<file path="config.mk">
export PLATFORM = sky130hd
export DESIGN_NAME = conv_tile_mac_accumulator_flat
export DESIGN_NICKNAME = d
export VERILOG_FILES = /design/src/design/ctma_pkg.sv /design/src/design/ctma_ifs.sv /design/src/design/ctma_ctrl.sv /design/src/design/ctma_dp.sv /design/src/design/conv_tile_mac_accumulator.sv /design/src/flat_wrapper.sv
export SDC_FILE = /design/constraint.sdc
export NUM_CORES = 2
export LEC_CHECK = 0
export BUFFER_PORTS_ARGS = -buffer_cell sky130_fd_sc_hd__buf_4
export CAP_MARGIN = 20
export CORE_MARGIN = 2
export CORE_UTILIZATION = 47
export CTS_CLUSTER_SIZE = 28
export DETAILED_ROUTE_END_ITERATION = 10
export PLACE_DENSITY_LB_ADDON = 0.25
export SLEW_MARGIN = 20
export SYNTH_ARGS = -nofsm -noshare
export SYNTH_HDL_FRONTEND = slang
export SYNTH_SLANG_ARGS = --single-unit
export TNS_END_PERCENT = 1
</file>
<file path="constraint.sdc">
create_clock -name clk_i -period 8.3 [get_ports clk_i]
set_input_delay 1.245 -clock clk_i [delete_from_list [all_inputs] [get_ports clk_i]]
set_output_delay 1.245 -clock clk_i [all_outputs]
set_load 0.005 [all_outputs]
</file>
<file path="src/design/ctma_pkg.sv">
// Shared constants and command/status types of the convolution tile MAC accumulator.
package ctma_pkg;

  // Tile geometry and arithmetic widths.
  localparam int CHAN_LANES  = 4;
  localparam int ROW_LANES   = 4;
  localparam int COL_LANES   = 4;
  localparam int ACT_BITS    = 16;
  localparam int WEIGHT_BITS = 16;
  localparam int ACC_BITS    = 40;
  localparam int PROD_BITS   = ACT_BITS + WEIGHT_BITS;

  localparam int TILE_SIZE = CHAN_LANES * ROW_LANES * COL_LANES;
  localparam int ADDR_BITS = (TILE_SIZE > 1) ? $clog2(TILE_SIZE) : 1;

  // Configuration port widths.
  localparam int CFG_IDX_BITS  = 3;
  localparam int CFG_DATA_BITS = 10;

  // Configuration register indexes; the last two select no register.
  typedef enum logic [CFG_IDX_BITS-1:0] {
    REG_IN_CHANNELS   = 3'd0,
    REG_OUT_CHANNELS  = 3'd1,
    REG_OUT_HEIGHT    = 3'd2,
    REG_OUT_WIDTH     = 3'd3,
    REG_KERNEL_HEIGHT = 3'd4,
    REG_KERNEL_WIDTH  = 3'd5,
    REG_UNUSED_6      = 3'd6,
    REG_UNUSED_7      = 3'd7
  } cfg_reg_e;

  // Commands from the controller to the datapath.
  typedef struct packed {
    logic                 mac_en;
    logic [ADDR_BITS-1:0] mac_idx;
    logic                 mac_first;
    logic                 rd_en;
    logic [ADDR_BITS-1:0] rd_addr;
    logic                 rd_last;
    logic                 rd_layer;
  } cmd_t;

  // Status from the datapath to the controller.
  typedef struct packed {
    logic mac_busy;
    logic rd_free;
  } sts_t;

endpackage

</file>
<file path="src/design/ctma_ifs.sv">
// Valid/ready channel interfaces for the input pairs, results and configuration writes.
interface ctma_in_if;
  logic                                   valid;
  logic                                   ready;
  logic signed [ctma_pkg::ACT_BITS-1:0]    activation;
  logic signed [ctma_pkg::WEIGHT_BITS-1:0] weight;

  modport source (output valid, output activation, output weight, input ready);
  modport sink (input valid, input activation, input weight, output ready);
endinterface

interface ctma_out_if;
  logic                                valid;
  logic                                ready;
  logic signed [ctma_pkg::ACC_BITS-1:0] sum_value;
  logic                                tile_last;
  logic                                layer_last;

  modport source (output valid, output sum_value, output tile_last, output layer_last,
                  input ready);
  modport sink (input valid, input sum_value, input tile_last, input layer_last,
                output ready);
endinterface

interface ctma_cfg_if;
  logic                                 valid;
  logic                                 ready;
  logic [ctma_pkg::CFG_IDX_BITS-1:0]    index;
  logic [ctma_pkg::CFG_DATA_BITS-1:0]   data;

  modport source (output valid, output index, output data, input ready);
  modport sink (input valid, input index, input data, output ready);
endinterface

</file>
<file path="src/design/ctma_ctrl.sv">
// Controller: configuration registers, loop counters, tile sequencing and drain addressing.
module ctma_ctrl (
  input  logic              clk_i,
  input  logic              rst_ni,
  ctma_cfg_if.sink          cfg_i,
  input  logic              in_valid_i,
  output logic              in_ready_o,
  input  ctma_pkg::sts_t    sts_i,
  output ctma_pkg::cmd_t    cmd_o
);

  localparam int CH_BITS = (ctma_pkg::CHAN_LANES > 1) ? $clog2(ctma_pkg::CHAN_LANES) : 1;
  localparam int RW_BITS = (ctma_pkg::ROW_LANES > 1) ? $clog2(ctma_pkg::ROW_LANES) : 1;
  localparam int CL_BITS = (ctma_pkg::COL_LANES > 1) ? $clog2(ctma_pkg::COL_LANES) : 1;

  localparam logic [CH_BITS-1:0] CH_LAST = CH_BITS'(ctma_pkg::CHAN_LANES - 1);
  localparam logic [RW_BITS-1:0] RW_LAST = RW_BITS'(ctma_pkg::ROW_LANES - 1);
  localparam logic [CL_BITS-1:0] CL_LAST = CL_BITS'(ctma_pkg::COL_LANES - 1);
  localparam logic [ctma_pkg::ADDR_BITS-1:0] ADDR_LAST =
    ctma_pkg::ADDR_BITS'(ctma_pkg::TILE_SIZE - 1);

  // Controller states.
  localparam logic [1:0] ST_RUN   = 2'd0;
  localparam logic [1:0] ST_FLUSH = 2'd1;
  localparam logic [1:0] ST_DRAIN = 2'd2;

  // Channel counts saturate at 512, a zero acts as one.
  function automatic logic [9:0] clamp_chan(input logic [9:0] v);
    logic [9:0] r;
    r = v;
    if (v == 10'd0) begin
      r = 10'd1;
    end else if (v > 10'd512) begin
      r = 10'd512;
    end
    return r;
  endfunction

  // Map extents saturate at 256, a zero acts as one.
  function automatic logic [8:0] clamp_dim(input logic [8:0] v);
    logic [8:0] r;
    r = v;
    if (v == 9'd0) begin
      r = 9'd1;
    end else if (v > 9'd256) begin
      r = 9'd256;
    end
    return r;
  endfunction

  function automatic logic [2:0] clamp_tap(input logic [2:0] v);
    return (v == 3'd0) ? 3'd1 : v;
  endfunction

  logic [9:0] in_ch_q, out_ch_q;
  logic [8:0] out_h_q, out_w_q;
  logic [2:0] ker_h_q, ker_w_q;

  logic [2:0]         tap_col_q, tap_col_d, tap_row_q, tap_row_d;
  logic [CL_BITS-1:0] lane_col_q, lane_col_d;
  logic [RW_BITS-1:0] lane_row_q, lane_row_d;
  logic [CH_BITS-1:0] lane_chan_q, lane_chan_d;
  logic [8:0]         in_cnt_q, in_cnt_d;
  logic [7:0]         col_base_q, col_base_d, row_base_q, row_base_d;
  logic [9:0]         chan_base_q, chan_base_d;

  logic [1:0]                    state_q, state_d;
  logic [ctma_pkg::ADDR_BITS-1:0] rd_cnt_q, rd_cnt_d;
  logic                          layer_q, layer_d;

  logic mac_en;
  logic tc_wrap, tr_wrap, lx_wrap, lr_wrap, lc_wrap, ic_wrap;
  logic c1, c2, c3, c4, c5, tile_done;
  logic col_end, row_end, chan_end;

  // Configuration writes are always taken.
  assign cfg_i.ready = 1'b1;

  always_ff @(posedge clk_i or negedge rst_ni) begin
    if (!rst_ni) begin
      in_ch_q  <= 10'd1;
      out_ch_q <= 10'd1;
      out_h_q  <= 9'd1;
      out_w_q  <= 9'd1;
      ker_h_q  <= 3'd1;
      ker_w_q  <= 3'd1;
    end else if (cfg_i.valid) begin
      unique case (cfg_i.index)
        ctma_pkg::REG_IN_CHANNELS:   in_ch_q  <= clamp_chan(cfg_i.data);
        ctma_pkg::REG_OUT_CHANNELS:  out_ch_q <= clamp_chan(cfg_i.data);
        ctma_pkg::REG_OUT_HEIGHT:    out_h_q  <= clamp_dim(cfg_i.data[8:0]);
        ctma_pkg::REG_OUT_WIDTH:     out_w_q  <= clamp_dim(cfg_i.data[8:0]);
        ctma_pkg::REG_KERNEL_HEIGHT: ker_h_q  <= clamp_tap(cfg_i.data[2:0]);
        ctma_pkg::REG_KERNEL_WIDTH:  ker_w_q  <= clamp_tap(cfg_i.data[2:0]);
        default: begin
        end
      endcase
    end
  end

  // Input pairs are taken only while a tile is open and no drained result still waits for
  // the output register, since a pair reuses the shared read register.
  assign in_ready_o = (state_q == ST_RUN) && sts_i.rd_free;
  assign mac_en     = in_valid_i && in_ready_o;

  // Wrap conditions of the nested loops, innermost first.
  always_comb begin
    tc_wrap = ({1'b0, tap_col_q} + 4'd1) >= {1'b0, ker_w_q};
    tr_wrap = ({1'b0, tap_row_q} + 4'd1) >= {1'b0, ker_h_q};
    lx_wrap = (lane_col_q == CL_LAST);
    lr_wrap = (lane_row_q == RW_LAST);
    lc_wrap = (lane_chan_q == CH_LAST);
    ic_wrap = ({1'b0, in_cnt_q} + 10'd1) >= in_ch_q;
    c1 = tc_wrap;
    c2 = c1 && tr_wrap;
    c3 = c2 && lx_wrap;
    c4 = c3 && lr_wrap;
    c5 = c4 && lc_wrap;
    tile_done = c5 && ic_wrap;
    col_end  = ({2'b0, col_base_q} + 10'(ctma_pkg::COL_LANES)) >= {1'b0, out_w_q};
    row_end  = ({2'b0, row_base_q} + 10'(ctma_pkg::ROW_LANES)) >= {1'b0, out_h_q};
    chan_end = ({1'b0, chan_base_q} + 11'(ctma_pkg::CHAN_LANES)) >= {1'b0, out_ch_q};
  end

  // Next values of the loop counters and tile bases on an accepted pair.
  always_comb begin
    tap_col_d   = tap_col_q;
    tap_row_d   = tap_row_q;
    lane_col_d  = lane_col_q;
    lane_row_d  = lane_row_q;
    lane_chan_d = lane_chan_q;
    in_cnt_d    = in_cnt_q;
    col_base_d  = col_base_q;
    row_base_d  = row_base_q;
    chan_base_d = chan_base_q;
    if (mac_en) begin
      tap_col_d = tc_wrap ? 3'd0 : tap_col_q + 3'd1;
      if (c1) begin
        tap_row_d = tr_wrap ? 3'd0 : tap_row_q + 3'd1;
      end
      if (c2) begin
        lane_col_d = lx_wrap ? '0 : lane_col_q + CL_BITS'(1);
      end
      if (c3) begin
        lane_row_d = lr_wrap ? '0 : lane_row_q + RW_BITS'(1);
      end
      if (c4) begin
        lane_chan_d = lc_wrap ? '0 : lane_chan_q + CH_BITS'(1);
      end
      if (c5) begin
        in_cnt_d = ic_wrap ? 9'd0 : in_cnt_q + 9'd1;
      end
      if (tile_done) begin
        col_base_d = col_end ? 8'd0 : col_base_q + 8'(ctma_pkg::COL_LANES);
        if (col_end) begin
          row_base_d = row_end ? 8'd0 : row_base_q + 8'(ctma_pkg::ROW_LANES);
          if (row_end) begin
            chan_base_d = chan_end ? 10'd0 : chan_base_q + 10'(ctma_pkg::CHAN_LANES);
          end
        end
      end
    end
  end

  // Tile sequencing: run, flush the MAC pipeline, then read the tile out.
  always_comb begin
    state_d  = state_q;
    rd_cnt_d = rd_cnt_q;
    layer_d  = layer_q;
    cmd_o.mac_en    = mac_en;
    cmd_o.mac_idx   = ctma_pkg::ADDR_BITS'(
      (int'(lane_chan_q) * ctma_pkg::ROW_LANES + int'(lane_row_q)) * ctma_pkg::COL_LANES
      + int'(lane_col_q));
    cmd_o.mac_first = (tap_col_q == 3'd0) && (tap_row_q == 3'd0);
    cmd_o.rd_en     = 1'b0;
    cmd_o.rd_addr   = rd_cnt_q;
    cmd_o.rd_last   = (rd_cnt_q == ADDR_LAST);
    cmd_o.rd_layer  = layer_q && (rd_cnt_q == ADDR_LAST);
    unique case (state_q)
      ST_RUN: begin
        if (mac_en && tile_done) begin
          state_d = ST_FLUSH;
          layer_d = col_end && row_end && chan_end;
        end
      end
      ST_FLUSH: begin
        if (!sts_i.mac_busy) begin
          state_d  = ST_DRAIN;
          rd_cnt_d = '0;
        end
      end
      ST_DRAIN: begin
        cmd_o.rd_en = sts_i.rd_free;
        if (sts_i.rd_free) begin
          if (rd_cnt_q == ADDR_LAST) begin
            rd_cnt_d = '0;
            state_d  = ST_RUN;
          end else begin
            rd_cnt_d = rd_cnt_q + ctma_pkg::ADDR_BITS'(1);
          end
        end
      end
      default: begin
        state_d = ST_RUN;
      end
    endcase
  end

  always_ff @(posedge clk_i or negedge rst_ni) begin
    if (!rst_ni) begin
      state_q     <= ST_RUN;
      rd_cnt_q    <= '0;
      layer_q     <= 1'b0;
      tap_col_q   <= 3'd0;
      tap_row_q   <= 3'd0;
      lane_col_q  <= '0;
      lane_row_q  <= '0;
      lane_chan_q <= '0;
      in_cnt_q    <= 9'd0;
      col_base_q  <= 8'd0;
      row_base_q  <= 8'd0;
      chan_base_q <= 10'd0;
    end else begin
      state_q     <= state_d;
      rd_cnt_q    <= rd_cnt_d;
      layer_q     <= layer_d;
      tap_col_q   <= tap_col_d;
      tap_row_q   <= tap_row_d;
      lane_col_q  <= lane_col_d;
      lane_row_q  <= lane_row_d;
      lane_chan_q <= lane_chan_d;
      in_cnt_q    <= in_cnt_d;
      col_base_q  <= col_base_d;
      row_base_q  <= row_base_d;
      chan_base_q <= chan_base_d;
    end
  end

`ifndef SYNTH
  // The last pair of a tile always hands over to the pipeline flush.
  assert property (@(posedge clk_i) disable iff (!rst_ni)
    (mac_en && tile_done) |=> (state_q == ST_FLUSH))
    else $error("tile end did not enter flush");

  // No accumulation may still be in flight while the tile is read out.
  assert property (@(posedge clk_i) disable iff (!rst_ni)
    (state_q == ST_DRAIN) |-> !sts_i.mac_busy)
    else $error("drain overlaps MAC pipeline");
`endif

endmodule

</file>
<file path="src/design/ctma_dp.sv">
// Datapath: multiply-accumulate pipeline, accumulator memory and result output register.
module ctma_dp (
  input  logic                                    clk_i,
  input  logic                                    rst_ni,
  input  logic signed [ctma_pkg::ACT_BITS-1:0]    activation_i,
  input  logic signed [ctma_pkg::WEIGHT_BITS-1:0] weight_i,
  input  ctma_pkg::cmd_t                          cmd_i,
  output ctma_pkg::sts_t                          sts_o,
  ctma_out_if.source                              res_o
);

  // Accumulator memory and its per-entry valid flags.
  logic [ctma_pkg::ACC_BITS-1:0]  acc_mem [ctma_pkg::TILE_SIZE];
  logic [ctma_pkg::TILE_SIZE-1:0] vld_q;

  logic [ctma_pkg::ADDR_BITS-1:0] raddr;
  logic                          rd_any;
  logic [ctma_pkg::ACC_BITS-1:0]  rdata_q;
  logic                          rvld_q;
  logic [ctma_pkg::ACC_BITS-1:0]  rvalue;

  // Multiply stage.
  logic signed [ctma_pkg::ACT_BITS-1:0]    a_q;
  logic signed [ctma_pkg::WEIGHT_BITS-1:0] w_q;
  logic                                   b_valid_q, b_first_q;
  logic [ctma_pkg::ADDR_BITS-1:0]          b_idx_q;

  // Accumulate stage.
  logic signed [ctma_pkg::PROD_BITS-1:0] prod_q;
  logic [ctma_pkg::ACC_BITS-1:0]         c_base_q;
  logic                                 c_valid_q, c_first_q;
  logic [ctma_pkg::ADDR_BITS-1:0]        c_idx_q;
  logic [ctma_pkg::ACC_BITS-1:0]         acc_q;
  logic [ctma_pkg::ACC_BITS-1:0]         sum;

  // Drain path.
  logic                         d_pend_q, d_last_q, d_layer_q;
  logic                         out_valid_q, out_tile_q, out_layer_q;
  logic [ctma_pkg::ACC_BITS-1:0] out_sum_q;
  logic                         mv;

  // One read port shared by the MAC path and the drain.
  assign rd_any = cmd_i.mac_en || cmd_i.rd_en;
  assign raddr  = cmd_i.mac_en ? cmd_i.mac_idx : cmd_i.rd_addr;
  assign rvalue = rvld_q ? rdata_q : '0;

  always_ff @(posedge clk_i) begin
    if (rd_any) begin
      rdata_q <= acc_mem[raddr];
    end
    if (c_valid_q) begin
      acc_mem[c_idx_q] <= sum;
    end
  end

  // An entry not written since the last drain reads as zero.
  always_ff @(posedge clk_i or negedge rst_ni) begin
    if (!rst_ni) begin
      vld_q  <= '0;
      rvld_q <= 1'b0;
    end else begin
      if (rd_any) begin
        rvld_q <= vld_q[raddr];
      end
      if (cmd_i.rd_en && cmd_i.rd_last) begin
        vld_q <= '0;
      end else if (c_valid_q) begin
        vld_q[c_idx_q] <= 1'b1;
      end
    end
  end

  // Pipeline payload registers.
  always_ff @(posedge clk_i) begin
    if (cmd_i.mac_en) begin
      a_q     <= activation_i;
      w_q     <= weight_i;
      b_idx_q <= cmd_i.mac_idx;
    end
    if (b_valid_q) begin
      prod_q   <= a_q * w_q;
      c_base_q <= rvalue;
      c_idx_q  <= b_idx_q;
    end
    if (c_valid_q) begin
      acc_q <= sum;
    end
  end

  // The first pair of a run starts from memory, later pairs from the running sum.
  assign sum = (c_first_q ? c_base_q : acc_q) + ctma_pkg::ACC_BITS'(prod_q);

  always_ff @(posedge clk_i or negedge rst_ni) begin
    if (!rst_ni) begin
      b_valid_q <= 1'b0;
      b_first_q <= 1'b0;
      c_valid_q <= 1'b0;
      c_first_q <= 1'b0;
    end else begin
      b_valid_q <= cmd_i.mac_en;
      b_first_q <= cmd_i.mac_first;
      c_valid_q <= b_valid_q;
      c_first_q <= b_first_q;
    end
  end

  // Drain read data moves into the output register whenever that register frees up.
  assign mv = d_pend_q && (!out_valid_q || res_o.ready);

  always_ff @(posedge clk_i or negedge rst_ni) begin
    if (!rst_ni) begin
      d_pend_q    <= 1'b0;
      d_last_q    <= 1'b0;
      d_layer_q   <= 1'b0;
      out_valid_q <= 1'b0;
      out_tile_q  <= 1'b0;
      out_layer_q <= 1'b0;
    end else begin
      if (cmd_i.rd_en) begin
        d_pend_q  <= 1'b1;
        d_last_q  <= cmd_i.rd_last;
        d_layer_q <= cmd_i.rd_layer;
      end else if (mv) begin
        d_pend_q <= 1'b0;
      end
      if (mv) begin
        out_valid_q <= 1'b1;
        out_tile_q  <= d_last_q;
        out_layer_q <= d_layer_q;
      end else if (res_o.ready) begin
        out_valid_q <= 1'b0;
      end
    end
  end

  always_ff @(posedge clk_i) begin
    if (mv) begin
      out_sum_q <= rvalue;
    end
  end

  assign res_o.valid      = out_valid_q;
  assign res_o.sum_value  = out_sum_q;
  assign res_o.tile_last  = out_tile_q;
  assign res_o.layer_last = out_layer_q;

  assign sts_o.mac_busy = b_valid_q || c_valid_q;
  assign sts_o.rd_free  = !d_pend_q || mv;

`ifndef SYNTH
  // A drain read never meets an accumulator write still in flight.
  assert property (@(posedge clk_i) disable iff (!rst_ni)
    c_valid_q |-> !cmd_i.rd_en)
    else $error("drain read during accumulator write");

  // Pending drain data is not overwritten before it reaches the output register.
  assert property (@(posedge clk_i) disable iff (!rst_ni)
    (d_pend_q && !mv) |=> (d_pend_q && $stable(rdata_q)))
    else $error("pending drain data lost");
`endif

endmodule

</file>
<file path="src/design/conv_tile_mac_accumulator.sv">
// Top level: output-stationary convolution tile MAC engine with a 4x4x4 accumulator tile.
// A pair's product passes the multiply and accumulate registers before it lands in its
// accumulator. Throughput: one pair per cycle while a tile is open and the read register is
// free; after a tile's last pair, input stalls for a pipeline flush plus 64 drain reads of
// the accumulator memory (1 per cycle while results are taken).
// Reset (rst_ni, asynchronous, active low) sets the configuration registers to 1 and clears
// counters and flags.
module conv_tile_mac_accumulator (
  input  logic       clk_i,
  input  logic       rst_ni,
  ctma_cfg_if.sink   cfg_i,
  ctma_in_if.sink    in_i,
  ctma_out_if.source res_o
);

  ctma_pkg::cmd_t cmd;
  ctma_pkg::sts_t sts;

  // Controller: counters, configuration and tile sequencing.
  ctma_ctrl u_ctrl (
    .clk_i      (clk_i),
    .rst_ni     (rst_ni),
    .cfg_i      (cfg_i),
    .in_valid_i (in_i.valid),
    .in_ready_o (in_i.ready),
    .sts_i      (sts),
    .cmd_o      (cmd)
  );

  // Datapath: MAC pipeline, accumulator memory and output register.
  ctma_dp u_dp (
    .clk_i        (clk_i),
    .rst_ni       (rst_ni),
    .activation_i (in_i.activation),
    .weight_i     (in_i.weight),
    .cmd_i        (cmd),
    .sts_o        (sts),
    .res_o        (res_o)
  );

endmodule

</file>
<file path="src/flat_wrapper.sv">
// flat-port wrapper written by rule: the top's interface ports become plain ports
module conv_tile_mac_accumulator_flat 
  (clk_i, rst_ni, cfg_i_valid, cfg_i_index, cfg_i_data, cfg_i_ready, in_i_valid, in_i_activation, in_i_weight, in_i_ready, res_o_valid, res_o_sum_value, res_o_tile_last, res_o_layer_last, res_o_ready);
  ctma_cfg_if cfg_i_i ();
  ctma_in_if in_i_i ();
  ctma_out_if res_o_i ();
  input  logic clk_i;
  input  logic rst_ni;
  input wire logic [$bits(cfg_i_i.valid)-1:0] cfg_i_valid;
  input wire logic [$bits(cfg_i_i.index)-1:0] cfg_i_index;
  input wire logic [$bits(cfg_i_i.data)-1:0] cfg_i_data;
  output wire logic [$bits(cfg_i_i.ready)-1:0] cfg_i_ready;
  input wire logic [$bits(in_i_i.valid)-1:0] in_i_valid;
  input wire logic [$bits(in_i_i.activation)-1:0] in_i_activation;
  input wire logic [$bits(in_i_i.weight)-1:0] in_i_weight;
  output wire logic [$bits(in_i_i.ready)-1:0] in_i_ready;
  output wire logic [$bits(res_o_i.valid)-1:0] res_o_valid;
  output wire logic [$bits(res_o_i.sum_value)-1:0] res_o_sum_value;
  output wire logic [$bits(res_o_i.tile_last)-1:0] res_o_tile_last;
  output wire logic [$bits(res_o_i.layer_last)-1:0] res_o_layer_last;
  input wire logic [$bits(res_o_i.ready)-1:0] res_o_ready;
  assign cfg_i_i.valid = cfg_i_valid;
  assign cfg_i_i.index = cfg_i_index;
  assign cfg_i_i.data = cfg_i_data;
  assign cfg_i_ready = cfg_i_i.ready;
  assign in_i_i.valid = in_i_valid;
  assign in_i_i.activation = in_i_activation;
  assign in_i_i.weight = in_i_weight;
  assign in_i_ready = in_i_i.ready;
  assign res_o_valid = res_o_i.valid;
  assign res_o_sum_value = res_o_i.sum_value;
  assign res_o_tile_last = res_o_i.tile_last;
  assign res_o_layer_last = res_o_i.layer_last;
  assign res_o_i.ready = res_o_ready;
  conv_tile_mac_accumulator u_core (.clk_i(clk_i), .rst_ni(rst_ni), .cfg_i(cfg_i_i), .in_i(in_i_i), .res_o(res_o_i));
endmodule
</file>
== Word level (Yosys, flattened, before mapping) ==
Memory sizes are Yosys's and may differ from the RTL's. A register that Yosys moved wholly into a read port is not among the register bits.
Index checks and enable logic that the tools add are counted.

* Muxes and demuxes: 39
* Add/subtract/negate cells: 19
* Div/mod/pow operators: 0
* Reduce and logical (&&, ||, !) cells: 49
* Equal/unequal tests: 15
* $lt $le $gt $ge: 11
* Shifts and indexed selects: 0
* Bitwise gates (word level): 1
* Multiply operators: 1

{| class="wikitable"
|+ Operator list
! operator !! count
|-
| $mux W64 || 2
|-
| $mux W40 || 2
|-
| $or A64 B64 Y64 || 1
|-
| $add A40 B40 Y40 || 1
|-
| $mul A16 B16 Y32 || 1
|-
| $mux W10 || 3
|-
| $mux W9 || 3
|-
| $reduce_and A2 Y1 || 13
|-
| $mux W6 || 4
|-
| $add A8 B3 Y9 const B || 2
|-
| $ge A9 B9 Y1 || 2
|-
| $add A8 B3 Y8 const B || 2
|-
| $mux W8 || 2
|-
| $logic_and A1 B1 Y1 || 15
|-
| $lt A6 B7 Y1 const B || 2
|-
| $mux W2 || 7
|-
| $logic_not A3 Y1 || 4
|-
| $pmux W6 S2 || 1
|-
| $add A10 B3 Y11 const B || 1
|-
| $ge A11 B10 Y1 || 1
|-
| $add A10 B3 Y10 const B || 1
|-
| $add A9 B1 Y10 const B || 1
|-
| $ge A10 B10 Y1 || 1
|-
| $gt A10 B10 Y1 const B || 1
|-
| other kinds (31) || 62
|}

* Bits in read-only memories: 0
* Memories kept: 1
* Register bits after elaboration: 371
* Input port bits: 50
* Output and inout bits: 45
* Bits in writable memories: 2560
* Logic and storage cells: 174
* Bits in latches: 0

{| class="wikitable"
|+ Memory list
! memory !! depth !! width !! read ports !! clocked after memory_dff !! write ports !! line !! source
|-
| u_core.u_dp.acc_mem || 64 || 40 || 1 || 1 || 1 || ctma_dp.sv:13 || <nowiki>logic [ctma_pkg::ACC_BITS-1:0] acc_mem [ctma_pkg::TILE_SIZE];</nowiki>
|}

== Depth between registers and ports, before layout ==
* Depth in word-level cells: 10
* Depth in mapped cells: 22

== By module ==
From an unflattened synthesis, not the netlist that was laid out.

* Cell total of the unflattened synthesis: 7160
* Area total of the unflattened synthesis: 126547.6 sq um

{| class="wikitable"
|+ By module, submodules not included
! module !! area an instance (sq um) !! instances !! sequential area each (sq um) !! cells an instance
|-
| ctma_dp || 121084.9 || 1 || 85837.3 || 6566
|-
| ctma_ctrl || 5462.7 || 1 || 2359.8 || 594
|}

== Worst setup path after synthesis ==
OpenSTA, ideal clock, no wires.

* Kind: register -> register
* From: register u_core.u_dp.c_first_q
* To: memory u_core.u_dp.acc_mem[0][37] (netlist name) (data pin)
* Cell stages (with the launch flop): 13
* Path buffers: 2
* Setup time: 0.736 ns
* Setup slack: 1.705 ns
* Arrival time: 5.859 ns
* Cells stage by stage: dfrtp_1 buf_1 mux2_2 ha_1 clkbuf_1 and4_1 nand3_1 or3_1 o32a_1 a21o_1 o21a_1 o21a_1 o311ai_1

* Word-level cells in the longest chain between the ends: 2

{| class="wikitable"
|+ Ends and longest elaborated chain
! item !! line !! source
|-
| start: declaration || ctma_dp.sv:31 || <nowiki>logic c_valid_q, c_first_q;</nowiki>
|-
| start signal: assignment || ctma_dp.sv:103 || <nowiki>c_first_q <= b_first_q;</nowiki>
|-
| $mux W40 || ctma_dp.sv:91 || <nowiki>assign sum = (c_first_q ? c_base_q : acc_q) + ctma_pkg::ACC_BITS'(prod_q);</nowiki>
|-
| $add A40 B40 Y40 || ctma_dp.sv:91 ||
|-
| via u_core.u_dp.sum (one bit) || ctma_dp.sv:34 || <nowiki>logic [ctma_pkg::ACC_BITS-1:0] sum;</nowiki>
|-
| end: declaration || ctma_dp.sv:13 ||
|}

The timed path passes the listed nets, and every way through them passes these cells.

== Worst setup path after layout ==
* From: register u_core.u_dp.a_q[7] (netlist name)
* To: register u_core.u_dp.prod_q[30] (netlist name) (data pin)

* Word-level cells in the longest chain between the ends: 1

{| class="wikitable"
|+ Ends and longest elaborated chain
! item !! line !! source
|-
| start: declaration || ctma_dp.sv:23 || <nowiki>logic signed [ctma_pkg::ACT_BITS-1:0] a_q;</nowiki>
|-
| start signal: assignment || ctma_dp.sv:76 || <nowiki>a_q <= activation_i;</nowiki>
|-
| $mul A16 B16 Y32 || ctma_dp.sv:81 || <nowiki>prod_q <= a_q * w_q;</nowiki>
|-
| end signal: assignment || ctma_dp.sv:81 ||
|-
| end: declaration || ctma_dp.sv:29 || <nowiki>logic signed [ctma_pkg::PROD_BITS-1:0] prod_q;</nowiki>
|}

Every way passes these cells.
A chain may end at the register's enable or synchronous reset.

==> results.py <==
metrics = {
    "clocking": {
        "cts_buffer_depth": 4,
        "clk_pin_slew_ns": 0.06,
        "cts_inserted_buffers": 321,
        "ctsRootBufferMaster": "clkbuf_16",
        "ctsResizeCount": 0,
        "clock-sinks": 2965,
        "cts_max_level": 5,
        "insertion_delay_ns": 0.95,
        "tritoncts": "yes",
        "post_cts_buffers": 0,
        "cts-hold-fix-buffers": 0,
    },
    "worst_setup_path": {
        "cp-start-kind": "flop",
        "crit_fanout": 16,
        "critPathKind": "reg2reg",
        "rr_startpoint": "u_core.u_dp.a_q[7]",
        "r2r_slack_ns": 1.79,
        "timing.rr.end": "u_core.u_dp.prod_q[30]",
        "reg2reg_depth": 21,
        "endpoint_kind": "flop",
        "worstPathArrival_ns": 7.22,
        "required_ns": 9.01,
    },
    "final_layout": {
        "drive_above_1_share_pct": 20.6,
        "final.fill_count": 20600,
        "multiInputGateArea_um2": 35400,
        "final_nets": 7650,
        "synthToLayoutAreaGrowth_pct": 12.8,
        "seqCellArea_um2": 88200,
        "final_core_util_pct": 53.3,
        "stdcell_count": 10900,
    },
    "sta": {
        "layout_setup_ws_ns": 1.79,
        "hold_viol_final": 0,
        "finalSetupViolations": 0,
        "tightest_slew_ns": 1.14,
        "drv_slew": 0,
        "fmax_mhz": 154,
        "finalSetupTns_ns": 0,
        "whs_ns": 0.385,
        "rsz0062_at_grt": "false",
        "fin_crit_ns": 6.51,
        "slew_headroom_pct": 23.7,
        "fin_crit_sh_pct": 78.4,
        "skew_ns": 0.106,
    },
    "run_status": {
        "status": "finished clean",
    },
    "synth": {
        "synth_async_sr_flop_share_pct": 5.70,
        "synth_ff_type": "edfxtp_1",
        "ys_warn_count": 0,
        "synth_area_um2": 125000,
        "postSynthAreaPerCell_um2": 18.2,
        "yosys_register_bits": 2965,
        "synthCells": 6903,
        "synth_nets": 7387,
        "seq_area_frac_synth_pct": 70.3,
        "yosys.cell_types.count": 85,
        "synth_edf_count": 2796,
    },
    "detailed_routing": {
        "remaining_drc_errors": 0,
        "ant_nets": 0,
        "avgRoutedWirePerCell_um": 30.7,
        "drt-vias-per-instance": 6.22,
        "drtIter0Drc": 8360,
        "first_pass_iters": 6,
        "via_count": 68000,
        "wirelength_um": 335000,
    },
    "floorplan": {
        "die_h_um": 521,
        "die_width_um": 521,
        "design.core.area_um2": 265000,
        "start_util_pct": 47.3,
        "dieArea_um2": 271000,
        "boundaryPins": 95,
        "rows": 189,
    },
    "global_routing": {
        "grt_start_max_net_pins": 111,
        "grt_overflow_total": 0,
        "grt_first_pass_wirelength_um": 486000,
        "grt.total_usage_pct": 24.8,
        "antenna_found_initial": 13,
        "grt_pass1_vias": 67900,
    },
    "min_path": {
        "hold_depth": 0,
        "min_from": "u_core.u_dp.b_first_q",
        "min_to": "u_core.u_dp.c_first_q",
        "min_path_type": "reg2reg",
    },
    "place": {
        "dp_cells": 10400,
        "routabilityCongestion": 0.853,
        "io_buffers": 93,
        "dp_slack_ns": 1.83,
        "hpwlAfterDp_um": 185000,
    },
    "job": {
        "cap_violations": 0,
    },
    "pwr": {
        "powerDensity_nw_per_um2": 474,
        "leakagePower_nw": 47.5,
        "ir_drop_uv": 789,
    },
}
flip-flops by register name (all words and copies together) (netlist names), 8 cells and up:
register                     count
u_core.u_ctrl.chan_base_q        8
u_core.u_ctrl.in_cnt_q           9
u_core.u_dp.prod_q              32
u_core.u_dp.c_base_q            40
u_core.u_dp.acc_q               40
u_core.u_dp.w_q                 16
u_core.u_ctrl.out_w_q            9
u_core.u_ctrl.out_ch_q          10
u_core.u_dp.res_o.sum_value     40
u_core.u_dp.vld_q               64
u_core.u_ctrl.out_h_q            9
u_core.u_dp.a_q                 16
u_core.u_ctrl.in_ch_q           10
u_core.u_dp.rdata_q             40
u_core.u_dp.acc_mem           2560
critical path: stages (launching register included):
cell and delay [ns]:
edfxtp_1 0.80, nand2_1 0.17, fa_1 0.57, inv_1 0.06
fa_1 0.50, inv_1 0.05, fa_1 0.53, inv_1 0.05
fa_1 0.38, fa_1 0.60, inv_1 0.08, fa_1 0.48
inv_1 0.04, ha_1 0.35, a21o_1 0.19, a21o_1 0.17
a21oi_1 0.13, o21ai_0 0.09, a21oi_1 0.35, nor4_1 0.16
o21a_1 0.23, o311ai_0 0.34
metal layers:
layer	routed length (um)	vias up	global-route usage (%)
met2	157000	3300	38.7
li1	-	27800	-
met5	0	-	0
met4	12500	0	8.59
met3	28400	633	3.82
met1	137000	36300	35.7
metrics by stage:
stage                     area (um^2)  power (mW)
after floorplan                125000        44.1
after global placement         132000        53.0
after detailed placement       132000        53.9
after CTS                      141000        67.5
after global routing           141000        70.7
final                          142000        67.0
cells by family after synthesis:
| family | count (synthesis) | synth area share [%] |
|---|---|---|
| flops | 2965 | 70.3 |
| xor+xnor | 86 | 0.600 |
| compound gates | 960 | 5.45 |
| other cells | 1 | 0.00299 |
| fa+ha+maj | 434 | 5.90 |
| simple gates | 1056 | 4.07 |
| buf+inv | 696 | 2.30 |
| mux | 705 | 11.4 |
power breakdown:
group          total (mW)  internal, mW  switching, mW
clock network        13.5          7.87           5.67
logic                26.5          7.98           18.5
registers            27.0          26.6          0.367
total                67.0          42.5           24.5
cell usage after synthesis, types with 18 or more instances:
master,instances,area [um^2]
buf_4,20,150
and3_1,59,369
edfxtp_1,2796,84000
a21o_1,28,210
mux2i_1,66,661
fa_1,263,5270
o21ai_0,123,616
a31oi_1,20,125
a221oi_1,69,604
o21a_1,88,661
nand3_1,62,310
mux4_2,571,12900
nor2b_1,27,169
nor3_1,37,185
xor2_1,28,245
nand2_1,383,1440
dfrtp_1,163,4080
ha_1,171,2140
a311oi_1,34,298
nand2b_1,33,206
a21oi_1,171,856
clkbuf_1,170,638
a22o_1,77,674
inv_1,356,1340
o221ai_1,45,394
nor2_1,198,743
xnor2_1,58,508
nor4_1,18,113
a211oi_1,55,413
a22oi_1,132,991
buf_1,18,67.6
mux2_2,68,766
buf_2,125,626
and2_1,173,1080
layout make-up:
cell class | count | share of cell area (%)
Inverter | 358 | 0.950
Tap cell | 3533 | 3.12
Multi-Input combinational cell | 3242 | 25.0
Clock inverter | 164 | 0.998
Antenna cell | 4 | 0.00707
Clock buffer | 394 | 5.95
Sequential cell | 2965 | 62.3
Timing Repair Buffer | 278 | 1.63
worst max-delay path by stage:
stage | from | to | slack, ns | depth (start not counted)
3_3_place_gp | u_core.u_dp.a_q[7] | u_core.u_dp.prod_q[30] | 1.81 | 21
2_1_floorplan | u_core.u_dp.c_first_q | u_core.u_dp.acc_mem[0][37] | 1.71 | 12
6_report | u_core.u_dp.a_q[7] | u_core.u_dp.prod_q[30] | 1.79 | 21
4_1_cts | u_core.u_dp.w_q[1] | u_core.u_dp.prod_q[30] | 1.73 | 19
5_1_grt | u_core.u_dp.a_q[7] | u_core.u_dp.prod_q[30] | 1.35 | 21
3_5_place_dp | u_core.u_dp.w_q[1] | u_core.u_dp.prod_q[31] | 1.83 | 16
cells in the final DEF (no fill, tap or decap), types with 160 or more instances in the layout:
cell type | synthesis | routed
buf_4 | 20 | 260
mux4_2 | 571 | 571
nand2_1 | 383 | 376
dfrtp_1 | 163 | 160
inv_1 | 356 | 354
clkbuf_16 | 0 | 324
and2_1 | 173 | 172
fa_1 | 263 | 263
edfxtp_1 | 2796 | 2796
ha_1 | 171 | 170
a21oi_1 | 171 | 168
Power figures use the tool's default switching activity.
